===== src/rtl/kdns_ram.sv =====
module kdns_ram #(
  parameter int unsigned Width = 8,
  parameter int unsigned Depth = 64
) (
  input  logic                     clk_i,
  input  logic                     we_i,
  input  logic [$clog2(Depth)-1:0] waddr_i,
  input  logic [Width-1:0]         wdata_i,
  input  logic [$clog2(Depth)-1:0] raddr_i,
  output logic [Width-1:0]         rdata_o
);

  logic [Width-1:0] mem [Depth];
  logic [Width-1:0] rdata_q;

  always_ff @(posedge clk_i) begin
    if (we_i) begin
      mem[waddr_i] <= wdata_i;
    end
    rdata_q <= mem[raddr_i];
  end

  assign rdata_o = rdata_q;

endmodule


===== config.mk =====
export PLATFORM = sky130hd
export DESIGN_NAME = kdns_ram
export DESIGN_NICKNAME = d
export VERILOG_FILES = /design/src/rtl/kdns_ram.sv
export SDC_FILE = /design/constraint.sdc
export NUM_CORES = 1
export LEC_CHECK = 0
export BUFFER_PORTS_ARGS = -buffer_cell sky130_fd_sc_hd__buf_2
export CAP_MARGIN = 20
export CORE_ASPECT_RATIO = 1.25
export CORE_MARGIN = 2
export CORE_UTILIZATION = 60
export CTS_CLUSTER_SIZE = 16
export DETAILED_ROUTE_END_ITERATION = 10
export GPL_ROUTABILITY_DRIVEN = 0
export PLACE_DENSITY = 0.76
export SYNTH_ARGS = -nofsm -noshare
export SYNTH_HDL_FRONTEND = slang
export SYNTH_SLANG_ARGS = --single-unit

===== constraint.sdc =====
create_clock -name clk_i -period 2.3 [get_ports clk_i]
set_input_delay 0.115 -clock clk_i [delete_from_list [all_inputs] [get_ports clk_i]]
set_output_delay 0.115 -clock clk_i [all_outputs]
set_load 0.005 [all_outputs]

Word level (Yosys, flattened, before mapping)
Memories as Yosys holds them, arrays and structs flattened. A register that Yosys moved wholly into a read port is not among the register bits.
Index checks and enable logic that the tools add are counted.
{ "totals": {"ff_bits": 0, "mem_bits_rw": 512, "in_bits": 22, "output_inout_bits": 8, "elab_cells": 3, "memories": 1} }
{ "op_classes": {"muxes": 2} }
{ "mem_list": {"columns": ["memory", "depth", "width", "rd", "rd_ports_with_merged_regs", "wr", "line_no", "text"], "rows": [
  ["mem", 64, 8, 1, 1, 1, "13", "logic [Width-1:0] mem [Depth];"]
]} }
{ "ops": {"columns": ["operator", "n"], "rows": [
  ["1-bit 2-to-1 mux", 2]
]} }

Longest topological paths before layout
{ "depth": {"ltp_word": 2, "depth_mapped": 9, "ltp_nobuf": 5} }

Least setup slack after synthesis
OpenSTA, ideal clock, no wires.
{ "synth_timing": {"path_type": "input to register", "start": "input port raddr_i[1]", "end": "register rdata_q[3] (netlist: rdata_o[3]), read port of mem", "setup_ps": 128, "arrival_time_ps": 1655, "required_ps": 2172, "slack_ps": 517, "stages": 7, "path_buffers": 3, "path_cell_list": "buf_4 buf_2 buf_2 mux4_2 mux4_2 o21ai_1 o41ai_1"} }
{ "synth_rtl": {"columns": ["item", "line_no", "text"], "rows": [
  ["start: declaration", "9", "input logic [$clog2(Depth)-1:0] raddr_i,"],
  ["end: declaration", "14", "logic [Width-1:0] rdata_q;"]
]} }

==> flow_summary.toml <==
[synthesis]
synth.distinct_cells = 40
synth.avg_cell_area_um2 = 21.5
synth_nets = 962
syn_area_mm2 = 0.0202
ys_ff_latch = 520
synth-edff-count = 512
synth_warnings = 0
ys_seq_area_share_pct = 77.0
synthFlopType = "edfxtp_1"
async_flop_share_pct = 0
netlist_instances = 940

[final_layout]
areaGrowthSynthToFinish_pct = 14.6
drive_above_1_share_pct = 32.3
fillers = 1963
layout_common_cells = "edfxtp_1, mux4_2, buf_4, nor2_1, clkbuf_16"
final_nets = 1112
final_cells = 1553
final_common_cell = "edfxtp_1"
regArea_mm2 = 0.0155
multi_input_area_mm2 = 0.00432

[setup_path]
endpoint_kind = "flop"
crit_buf_inv = 0
cp.arrival_ns = 2.46
slowest_stage = "a221oi_1"
start_kind = "flop"
cp_top_family = "multiplexers"
cp_slowest_stage_delay_ns = 0.61
path_max_fanout = 1
rr_endpoint = "rdata_o[2]$_DFF_P_"
rrSetupSlack_ns = 0.28
startpoint = "mem[46][2]$_DFFE_PP_"
worstPathCellList = "mux4_2 > mux2_2 > a221oi_1 > o2bb2ai_1"
r2r.worst_path.cells = 4
crit_type = "reg2reg"
r2r_start = "mem[46][2]$_DFFE_PP_"
required_ns = 2.74

[placed_design]
portBuffers = 29
pre_cts_ws_ns = 0.0446
placed_cells = 1463
dpl.hpwl_um = 28400

[floorplan]
rows = 75
num_io_pins = 30
die_h_um = 209
die_area_mm2 = 0.0351
coreArea_mm2 = 0.0333
die_w_um = 168
start_util_pct = 60.5

[clock_tree]
insertion_delay_ns = 0.57
clockBufferDepth = 3
clock-root-buffer = "clkbuf_16"
clock_sinks = 520
cts_made_buffers = 47
clk_pin_slew_worst_paths_ns = 0.06
htreeDepth = 2
cts_tree = "yes"

[sta]
fmax_mhz = 494
fin_ws_ns = 0.278
tightestPinTransition_ns = 0.971
fin_setup_tns_ns = 0
min_period_ns = 2.02
final_max_slew_viol_count = 0
slew_headroom_pct = 35.2
rsz0062_at_grt = "false"
setup_viol = 0
post-route-period-util_pct = 87.9
hold_viol = 0
skew_ns = 0.0218

[route]
vias = 10100
vias_per_cell = 6.49
drt_iter0_drc = 1203
wirelength_um = 44500
drc = 0
wl_per_cell_um = 28.7
ant_nets = 0
dr.pass1.iters = 5

[grt]
grt_max_degree = 65
grt_pass1_vias = 10300
grt-ovfl-total = 0
grt_use_total_pct = 26.0
grt_pass1_wl_um = 65400
antenna_found_initial = 3

[power_and_ir_drop]
power_mw = 19.3
leakage_nw = 7.50
ir_drop_v = 0.000562
p_per_area_mw_per_mm2 = 835

[hold_path]
holdPathEnd = "mem[18][1]$_DFFE_PP_"
whs_path_depth = 1
worstHoldPathType = "in2reg"
hp-start = "wdata_i[1]"

[run]
drv_cap = 0

[outcome]
status = "finished, final reports clean"
## synthesized netlist by cell type (8+ instances only)
master      n  area, um^2
o22ai_1     8        50.1
dfxtp_1     8         160
nand2_1    19        71.3
nor2b_1    14        87.6
buf_4      13        97.6
nand3_1    13        65.1
buf_2      11        55.1
edfxtp_1  512       15400
nor2_1     83         312
mux2_2     13         146
clkbuf_1   17        63.8
mux4_2    126        2840
o221ai_1    8        70.1
mux2i_1    23         230
## through the flow
step	cell area, um^2	utilization, %	hold WS [ns]
4_1_cts	23100	69.3	0.0303
5_1_grt	23100	69.4	0.0516
2_1_floorplan	20200	-	0.214
6_report	23100	69.4	0.0567
3_3_place_gp	21600	64.7	0.531
3_5_place_dp	21600	64.7	0.535
## per-layer routing
metal	GRT usage, %	share of wire (%)
met1	35.0	37
met2	42.6	50
met3	4.83	8.6
met4	11.2	4.3
met5	0	0
## where the power goes
part	internal [mW]	switching, mW
Sequential	10.5	0.0316
Combinational	0.424	0.606
Clock	4.43	3.31
## sequential cells by signal, summed over array words and instances, names as in the netlist
register	flops
rdata_o	8
mem	512
## how the worst max path moves through the flow
stage,endpoint,slack [ns],cells after the start
3_3_place_gp,rdata_o[7]$_DFF_P_,0.07,6
4_1_cts,rdata_o[2]$_DFF_P_,0.27,4
2_1_floorplan,rdata_o[3]$_DFF_P_,0.52,7
3_5_place_dp,rdata_o[2]$_DFF_P_,0.04,7
5_1_grt,rdata_o[2]$_DFF_P_,0.23,4
6_report,rdata_o[2]$_DFF_P_,0.28,4
## layout make-up
type / instances / share of cell area (%)
flip-flops and latches: 520 / 67.2
multi-input cells: 369 / 18.7
clock buffers: 53 / 5.19
repair buffers: 152 / 5.18
well taps: 423 / 2.29
clock inverters: 33 / 1.39
diodes: 3 / 0.0325
## cells by family (layout without fill, tap and decap cells)
logic type	after synthesis	count (layout)	share of synthesized area [%]
buffers and inverters	51	238	1.57
multiplexers	162	162	15.9
other	0	3	0
AO/OA/AOI/OAI	54	54	2.07
AND/OR/NAND/NOR	153	153	3.39
flip-flops	520	520	77.0
## worst reg2reg max path, delay by kind of cell (launching register included)
| family | cells | cell delay (ns) |
|---|---|---|
| mux | 2 | 0.78 |
| compound gates | 2 | 0.76 |
| flops | 1 | 0.35 |
## timing repair
action | 4_1_cts | 5_1_grt
setup endpoints to repair | 0 | 0
endpoints found under the hold margin | 1 | 0
gates resized for setup | 0 | 0
setup buffers | 0 | 0
hold buffers | 1 | 0
No activity file was read; power rests on OpenSTA's default activity.
