<file path="src/rtl/kdns_pkg.sv">
package kdns_pkg;

  localparam int unsigned CompW   = 8;
  localparam int unsigned PointW  = 6;
  localparam int unsigned CountW  = 7;
  localparam int unsigned DimW    = 7;
  localparam int unsigned DimsW   = 8;
  localparam int unsigned S1W     = 14;
  localparam int unsigned S2W     = 22;
  localparam int unsigned SqW     = 28;
  localparam int unsigned VarW    = 29;
  localparam int unsigned OutDataW = 40;

  localparam logic REG_POINT_COUNT = 1'b0;
  localparam logic REG_DIMS_IN_USE = 1'b1;

  typedef enum logic [4:0] {
    ST_IDLE,
    ST_VAR_RD,
    ST_VAR_ACC,
    ST_VAR_MUL,
    ST_VAR_CMP,
    ST_VAR_DONE,
    ST_MED_RD,
    ST_MED_CHK,
    ST_MED_DEC,
    ST_ORD_INIT,
    ST_PART_RD,
    ST_PART_CHK,
    ST_PART_WR2,
    ST_SWAP_RA,
    ST_SWAP_RB,
    ST_SWAP_WA,
    ST_SWAP_WB,
    ST_OUT_RD,
    ST_OUT_SEND
  } state_e;

  typedef struct packed {
    logic clr_best;
    logic clr_acc;
    logic acc;
    logic mul;
    logic cmp;
  } var_ctrl_t;

endpackage

</file>
<file path="src/rtl/kdns_var_unit.sv">
// Accumulates sum(x) and sum(x^2) of one dimension, then scores it as
// n*sum(x^2) - sum(x)^2 and keeps the first dimension with the largest score.
module kdns_var_unit (
  input  logic                              clk_i,
  input  logic                              rst_ni,
  input  kdns_pkg::var_ctrl_t               ctrl_i,
  input  logic [kdns_pkg::CompW-1:0]        x_i,
  input  logic [kdns_pkg::CountW-1:0]       n_i,
  input  logic [kdns_pkg::DimW-1:0]         dim_i,
  output logic [kdns_pkg::DimW-1:0]         split_dim_o
);

  logic [kdns_pkg::S1W-1:0]  s1_q;
  logic [kdns_pkg::S2W-1:0]  s2_q;
  logic [kdns_pkg::VarW-1:0] ns2_q;
  logic [kdns_pkg::SqW-1:0]  sq_q;
  logic [kdns_pkg::VarW-1:0] best_q;
  logic [kdns_pkg::DimW-1:0] ki_q;
  logic [15:0]               xx;
  logic [kdns_pkg::VarW-1:0] score;

  assign xx    = x_i * x_i;
  assign score = ns2_q - {1'b0, sq_q};

  always_ff @(posedge clk_i) begin
    if (ctrl_i.clr_acc) begin
      s1_q <= '0;
      s2_q <= '0;
    end else if (ctrl_i.acc) begin
      s1_q <= s1_q + kdns_pkg::S1W'(x_i);
      s2_q <= s2_q + kdns_pkg::S2W'(xx);
    end
    if (ctrl_i.mul) begin
      ns2_q <= kdns_pkg::VarW'(n_i) * kdns_pkg::VarW'(s2_q);
      sq_q  <= kdns_pkg::SqW'(s1_q) * kdns_pkg::SqW'(s1_q);
    end
  end

  always_ff @(posedge clk_i or negedge rst_ni) begin
    if (!rst_ni) begin
      best_q <= '0;
      ki_q   <= '0;
    end else if (ctrl_i.clr_best) begin
      best_q <= '0;
      ki_q   <= '0;
    end else if (ctrl_i.cmp && (score > best_q)) begin
      best_q <= score;
      ki_q   <= dim_i;
    end
  end

  assign split_dim_o = ki_q;

endmodule
</file>
<file path="config.mk">
export PLATFORM = sky130hd
export DESIGN_NAME = kdns_var_unit
export DESIGN_NICKNAME = d
export VERILOG_FILES = /design/src/rtl/kdns_pkg.sv /design/src/rtl/kdns_var_unit.sv
export SDC_FILE = /design/constraint.sdc
export NUM_CORES = 1
export LEC_CHECK = 0
export ABC_AREA = 1
export ABC_CLOCK_PERIOD_IN_PS = 8100
export BUFFER_PORTS_ARGS = -buffer_cell sky130_fd_sc_hd__buf_2
export CORE_ASPECT_RATIO = 1.2
export CORE_MARGIN = 5
export CORE_UTILIZATION = 40
export CTS_BUF_LIST = sky130_fd_sc_hd__clkbuf_4
export CTS_CLUSTER_SIZE = 25
export DETAILED_ROUTE_END_ITERATION = 10
export GPL_ROUTABILITY_DRIVEN = 0
export PLACE_DENSITY_LB_ADDON = 0.25
export SYNTH_ARGS = -nofsm -noshare
export SYNTH_HDL_FRONTEND = slang
export SYNTH_SLANG_ARGS = --single-unit
</file>
<file path="constraint.sdc">
create_clock -name clk_i -period 8.1 [get_ports clk_i]
set_clock_uncertainty 0.1 [all_clocks]
set_input_delay 1.215 -clock clk_i [delete_from_list [all_inputs] [get_ports clk_i]]
set_output_delay 1.215 -clock clk_i [all_outputs]
set_load 0.05 [all_outputs]
</file>
======== After elaboration in Yosys (flattened, before gate mapping) ========
Index checks and enable logic that the tools add are counted.
word-level totals
  input port bits ......................... 29
  output and inout port bits .............. 7
  bits in registers ....................... 129
  logic and storage cells ................. 19
operators by class
  reduce and logical (&&, ||, !) cells .... 2
  mux-type cells .......................... 4
  add/subtract/negate cells ............... 3
  multipliers ............................. 3
  $lt $le $gt $ge ......................... 1
operator list
  cell               number
  $mux 29            2
  $gt 29x29->1       1
  $mul 7x22->29      1
  $sub 29x28->29     1
  $mul 14x14->28     1
  $add 22x16->22     1
  $mul 8x8->16       1
  $add 14x8->14      1
  $mux 7             2
  $reduce_bool 2->1  1
  $logic_and 1x1->1  1

======== Logic depth before layout (Yosys ltp) ========
  depth after elaboration ................. 5
  mapped depth ............................ 30
  gate-level depth less buffers ........... 30

======== Least setup slack after synthesis ========
OpenSTA, ideal clock, no wires.
  kind .................................... register -> register
  from .................................... register s1_q[8] (netlist name)
  to ...................................... register sq_q[24] (netlist name) (data pin)
  clock period less this slack ............ 5,523 ps
  buffers on the path ..................... 2
  data arrival time ....................... 5,171 ps
  library setup time ...................... 252 ps
  slack ................................... 2,577 ps
  required time ........................... 7,748 ps
  stages on the path, launching flop included .. 21
  cell sequence ........................... dfxtp_1 > clkbuf_1 > clkbuf_1 > nand2_1 > fa_1 > fa_1 > inv_1 > fa_1 > fa_1 > fa_1 > inv_1 > fa_1 > inv_1 > ha_1 > nand2_1 > nor2_1 > nand2_1 > o21ai_0 > nand2_1 > nand3_1 > nand2_1
between the ends
  cells in the longest elaborated chain, start to end .. 1
RTL lines
  element                 RTL line             text
  start, declared         kdns_var_unit.sv:13  logic [kdns_pkg::S1W-1:0] s1_q;
  start signal, assigned  kdns_var_unit.sv:30  s1_q <= s1_q + kdns_pkg::S1W'(x_i);
  $mul 14x14->28          kdns_var_unit.sv:35  sq_q <= kdns_pkg::SqW'(s1_q) * kdns_pkg::SqW'(s1_q);
  end signal, assigned    kdns_var_unit.sv:35
  end, declared           kdns_var_unit.sv:16  logic [kdns_pkg::SqW-1:0] sq_q;
Every way passes these cells.
A chain may end at the register's enable or synchronous reset.

======== Final worst setup path ========
  from .................................... register s1_q[5] (netlist name)
  to ...................................... register sq_q[24] (netlist name) (data pin)
Same word-level chain as after synthesis.

==> results.toml <==
[grt]
grt_pass1_wl_um = 87000
grt_pass1_vias = 18112
grt_max_degree = 57
grt_overflow = 0
grt_use_total_pct = 18.2
antenna_found_initial = 1

[clocking]
cts_resized = 0
clkTransAtPathRegs_ps = 160
insertion_delay_ps = 650
cts_tree = "built"
h-tree-depth = 4
cts_buffer_depth = 2
cts_sinks = 128
cts_buffers = 17
cts-root-buf = "clkbuf_4"
post_cts_buffers = 0
hold_buffers = 0

[worst_setup_path]
cp.depth = 26
reg2reg_to = "sq_q[24]"
critPathMaxStageDelay_ps = 760
path_buf_inv = 7
crit_required_ps = 8420
critPathLaunch = "s1_q[5]"
crit_type = "register to register"
cpMostUsedCell = "inv_1"
worstSetupEndpoint = "sq_q[24]"
r2r-start = "s1_q[5]"
critPathCaptureType = "register"
reg2reg_slack_ps = 2010
worstPathArrival_ps = 6420
crit_slowest_cell = "dfxtp_1"
crit_family = "adder cells"
critPathMaxFanout = 16
reg2regPathDepth = 26
crit_path_start_kind = "register"

[routing]
drc = 0
drtAntennaViolNets = 0
drt-vias-per-instance = 4.84
drt_iter0_markers = 967
vias = 17429
drt-total-wl_um = 51300
drt_pass1_iterations = 5
routedWlPerCell_um = 14.3

[logic_synthesis]
ys_warn_count = 0
synthCells = 2903
yosysMostFrequentCell = "nand2_1"
syn_area_per_cell_um2 = 7.30
synth_edf_count = 56
ys_types = 41
synth_commonest_cells = "nand2_1, inv_1, fa_1"
yosysSeqAreaShare_pct = 15.6
synth_top_area_cell = "fa_1"
synthArstFlopShare_pct = 28.1
synth_area_leaders = "fa_1, ha_1, nand2_1"
ys.flop_type = "edfxtp_1"
ys_ff_latch = 128
netlist_area_um2 = 21200
synth_nets = 3431
synth_top_area_share_pct = 23.8

[final_layout]
syn_to_final_growth_pct = 4.61
fillers = 5498
fin_area_um2 = 22200
multi_input_area_um2 = 14900
drive_above_1_share_pct = 2.70
fin_nets = 3407
ff_latch_area_um2 = 3300
fin_cells = 3598

[sta]
tightestPinTransition_ps = 841
drv_slew = 0
setup_violations = 0
hold_viol = 0
fin_crit_ps = 6090
fin_setup_tns_ps = 0
fmax_ghz = 0.164
fin_ws_ps = 2010
rsz0062_at_grt = "false"
finalCritPeriodShare_pct = 75.2
slew-limit-headroom_pct = 43.9

[die]
core_area_um2 = 52500
start_util_pct = 40.4
rows = 92
dieArea_um2 = 57700
die_h_um = 262
fp.dieW_um = 220
ios = 36

[placement]
dp_hpwl_um = 42900
place_inst = 3565
place_ws_ps = 2030
dpl_cell_area_um2 = 21900
io_buffers = 35

[run_status]
status = "finished clean"

[power_and_ir_drop]
powerDensity_nw_per_um2 = 268
peakVddDrop_uv = 151
p_total_mw = 5.94
power_leakage_nw = 13.1

[hold_path]
holdPathStages = 2
hp-class = "register to register"

[flow_run]
cap_violations = 0
-- metal layers --
layer	track usage [%]	vias to the layer above	routed length [um]	share of wire, %
met2	32.2	350	25400	49
met3	1.95	79	1700	3.3
met5	0	-	0	0
li1	-	8700	-	-
met1	23.2	8300	22600	44
met4	5.99	0	1620	3.1
-- report_power, final --
group          internal, mW  switching, mW  leakage, nW
Sequential            0.908          0.186         1.35
Clock                 0.133          0.294        0.127
Combinational          1.59           2.84         11.7
-- cells in the final DEF (no fill, tap or decap), types with 16 or more instances in the layout --
master	instances
nand2_1	782
nand3_1	132
ha_1	247
inv_1	714
nand4_1	23
a21oi_1	121
dfxtp_1	36
dfrtp_1	36
o21ai_0	70
xnor2_1	23
edfxtp_1	56
nor2_1	171
xor2_1	62
fa_1	252
a21o_1	16
clkbuf_4	19
buf_2	35
-- state kept, by name, summed over array words and instances (netlist names) --
name and cells:
best_q 29, ns2_q 29, sq_q 27, s2_q 22, s1_q 14, split_dim_o 7
-- worst min path at each step --
| stage | start | end | slack (ps) |
|---|---|---|---|
| finish | best_q[26] | best_q[26] | 420 |
| global route | best_q[5] | best_q[5] | 450 |
| CTS | best_q[17] | best_q[17] | 420 |
| detailed placement | split_dim_o[3] | split_dim_o[3] | 390 |
| global placement | split_dim_o[3] | split_dim_o[3] | 390 |
| floorplan | best_q[25] | best_q[25] | 380 |
-- kinds of logic (layout without fill, tap and decap cells) --
kind of cell / Yosys count / in the layout / synth area share [%]
AND/OR/NAND/NOR: 1148 / 1148 / 21.9
buffers and inverters: 795 / 784 / 14.3
adder cells (fa/ha/maj): 499 / 499 / 38.4
AO/OA/AOI/OAI: 247 / 247 / 6.33
flip-flops: 128 / 128 / 15.6
XOR/XNOR: 85 / 85 / 3.51
multiplexers: 1 / 1 / 0.0472
other: 0 / 1 / 0
-- tightest hold or removal path, stage by stage (launching register included) --
cell and delay [ps]:
dfrtp_1 370, nand3_1 70, nand2_1 60
-- stage by stage --
| stage | hold WS, ps | util (%) |
|---|---|---|
| 2_1_floorplan | 376 | - |
| 3_3_place_gp | 388 | 41.8 |
| 3_5_place_dp | 392 | 41.8 |
| 4_1_cts | 425 | 42.3 |
| 5_1_grt | 448 | 42.3 |
| 6_report | 422 | 42.3 |
-- final cells by class --
cell class / count / share of cell area [%]
antenna: 1 / 0.0113
clock inverter: 13 / 0.474
tap: 705 / 3.98
timing repair buffer: 37 / 0.857
sequential: 128 / 14.9
clock buffer: 19 / 0.643
multi-input combinational: 1980 / 67.0
inverter: 715 / 12.1
No activity file was read; power rests on OpenSTA's default activity.
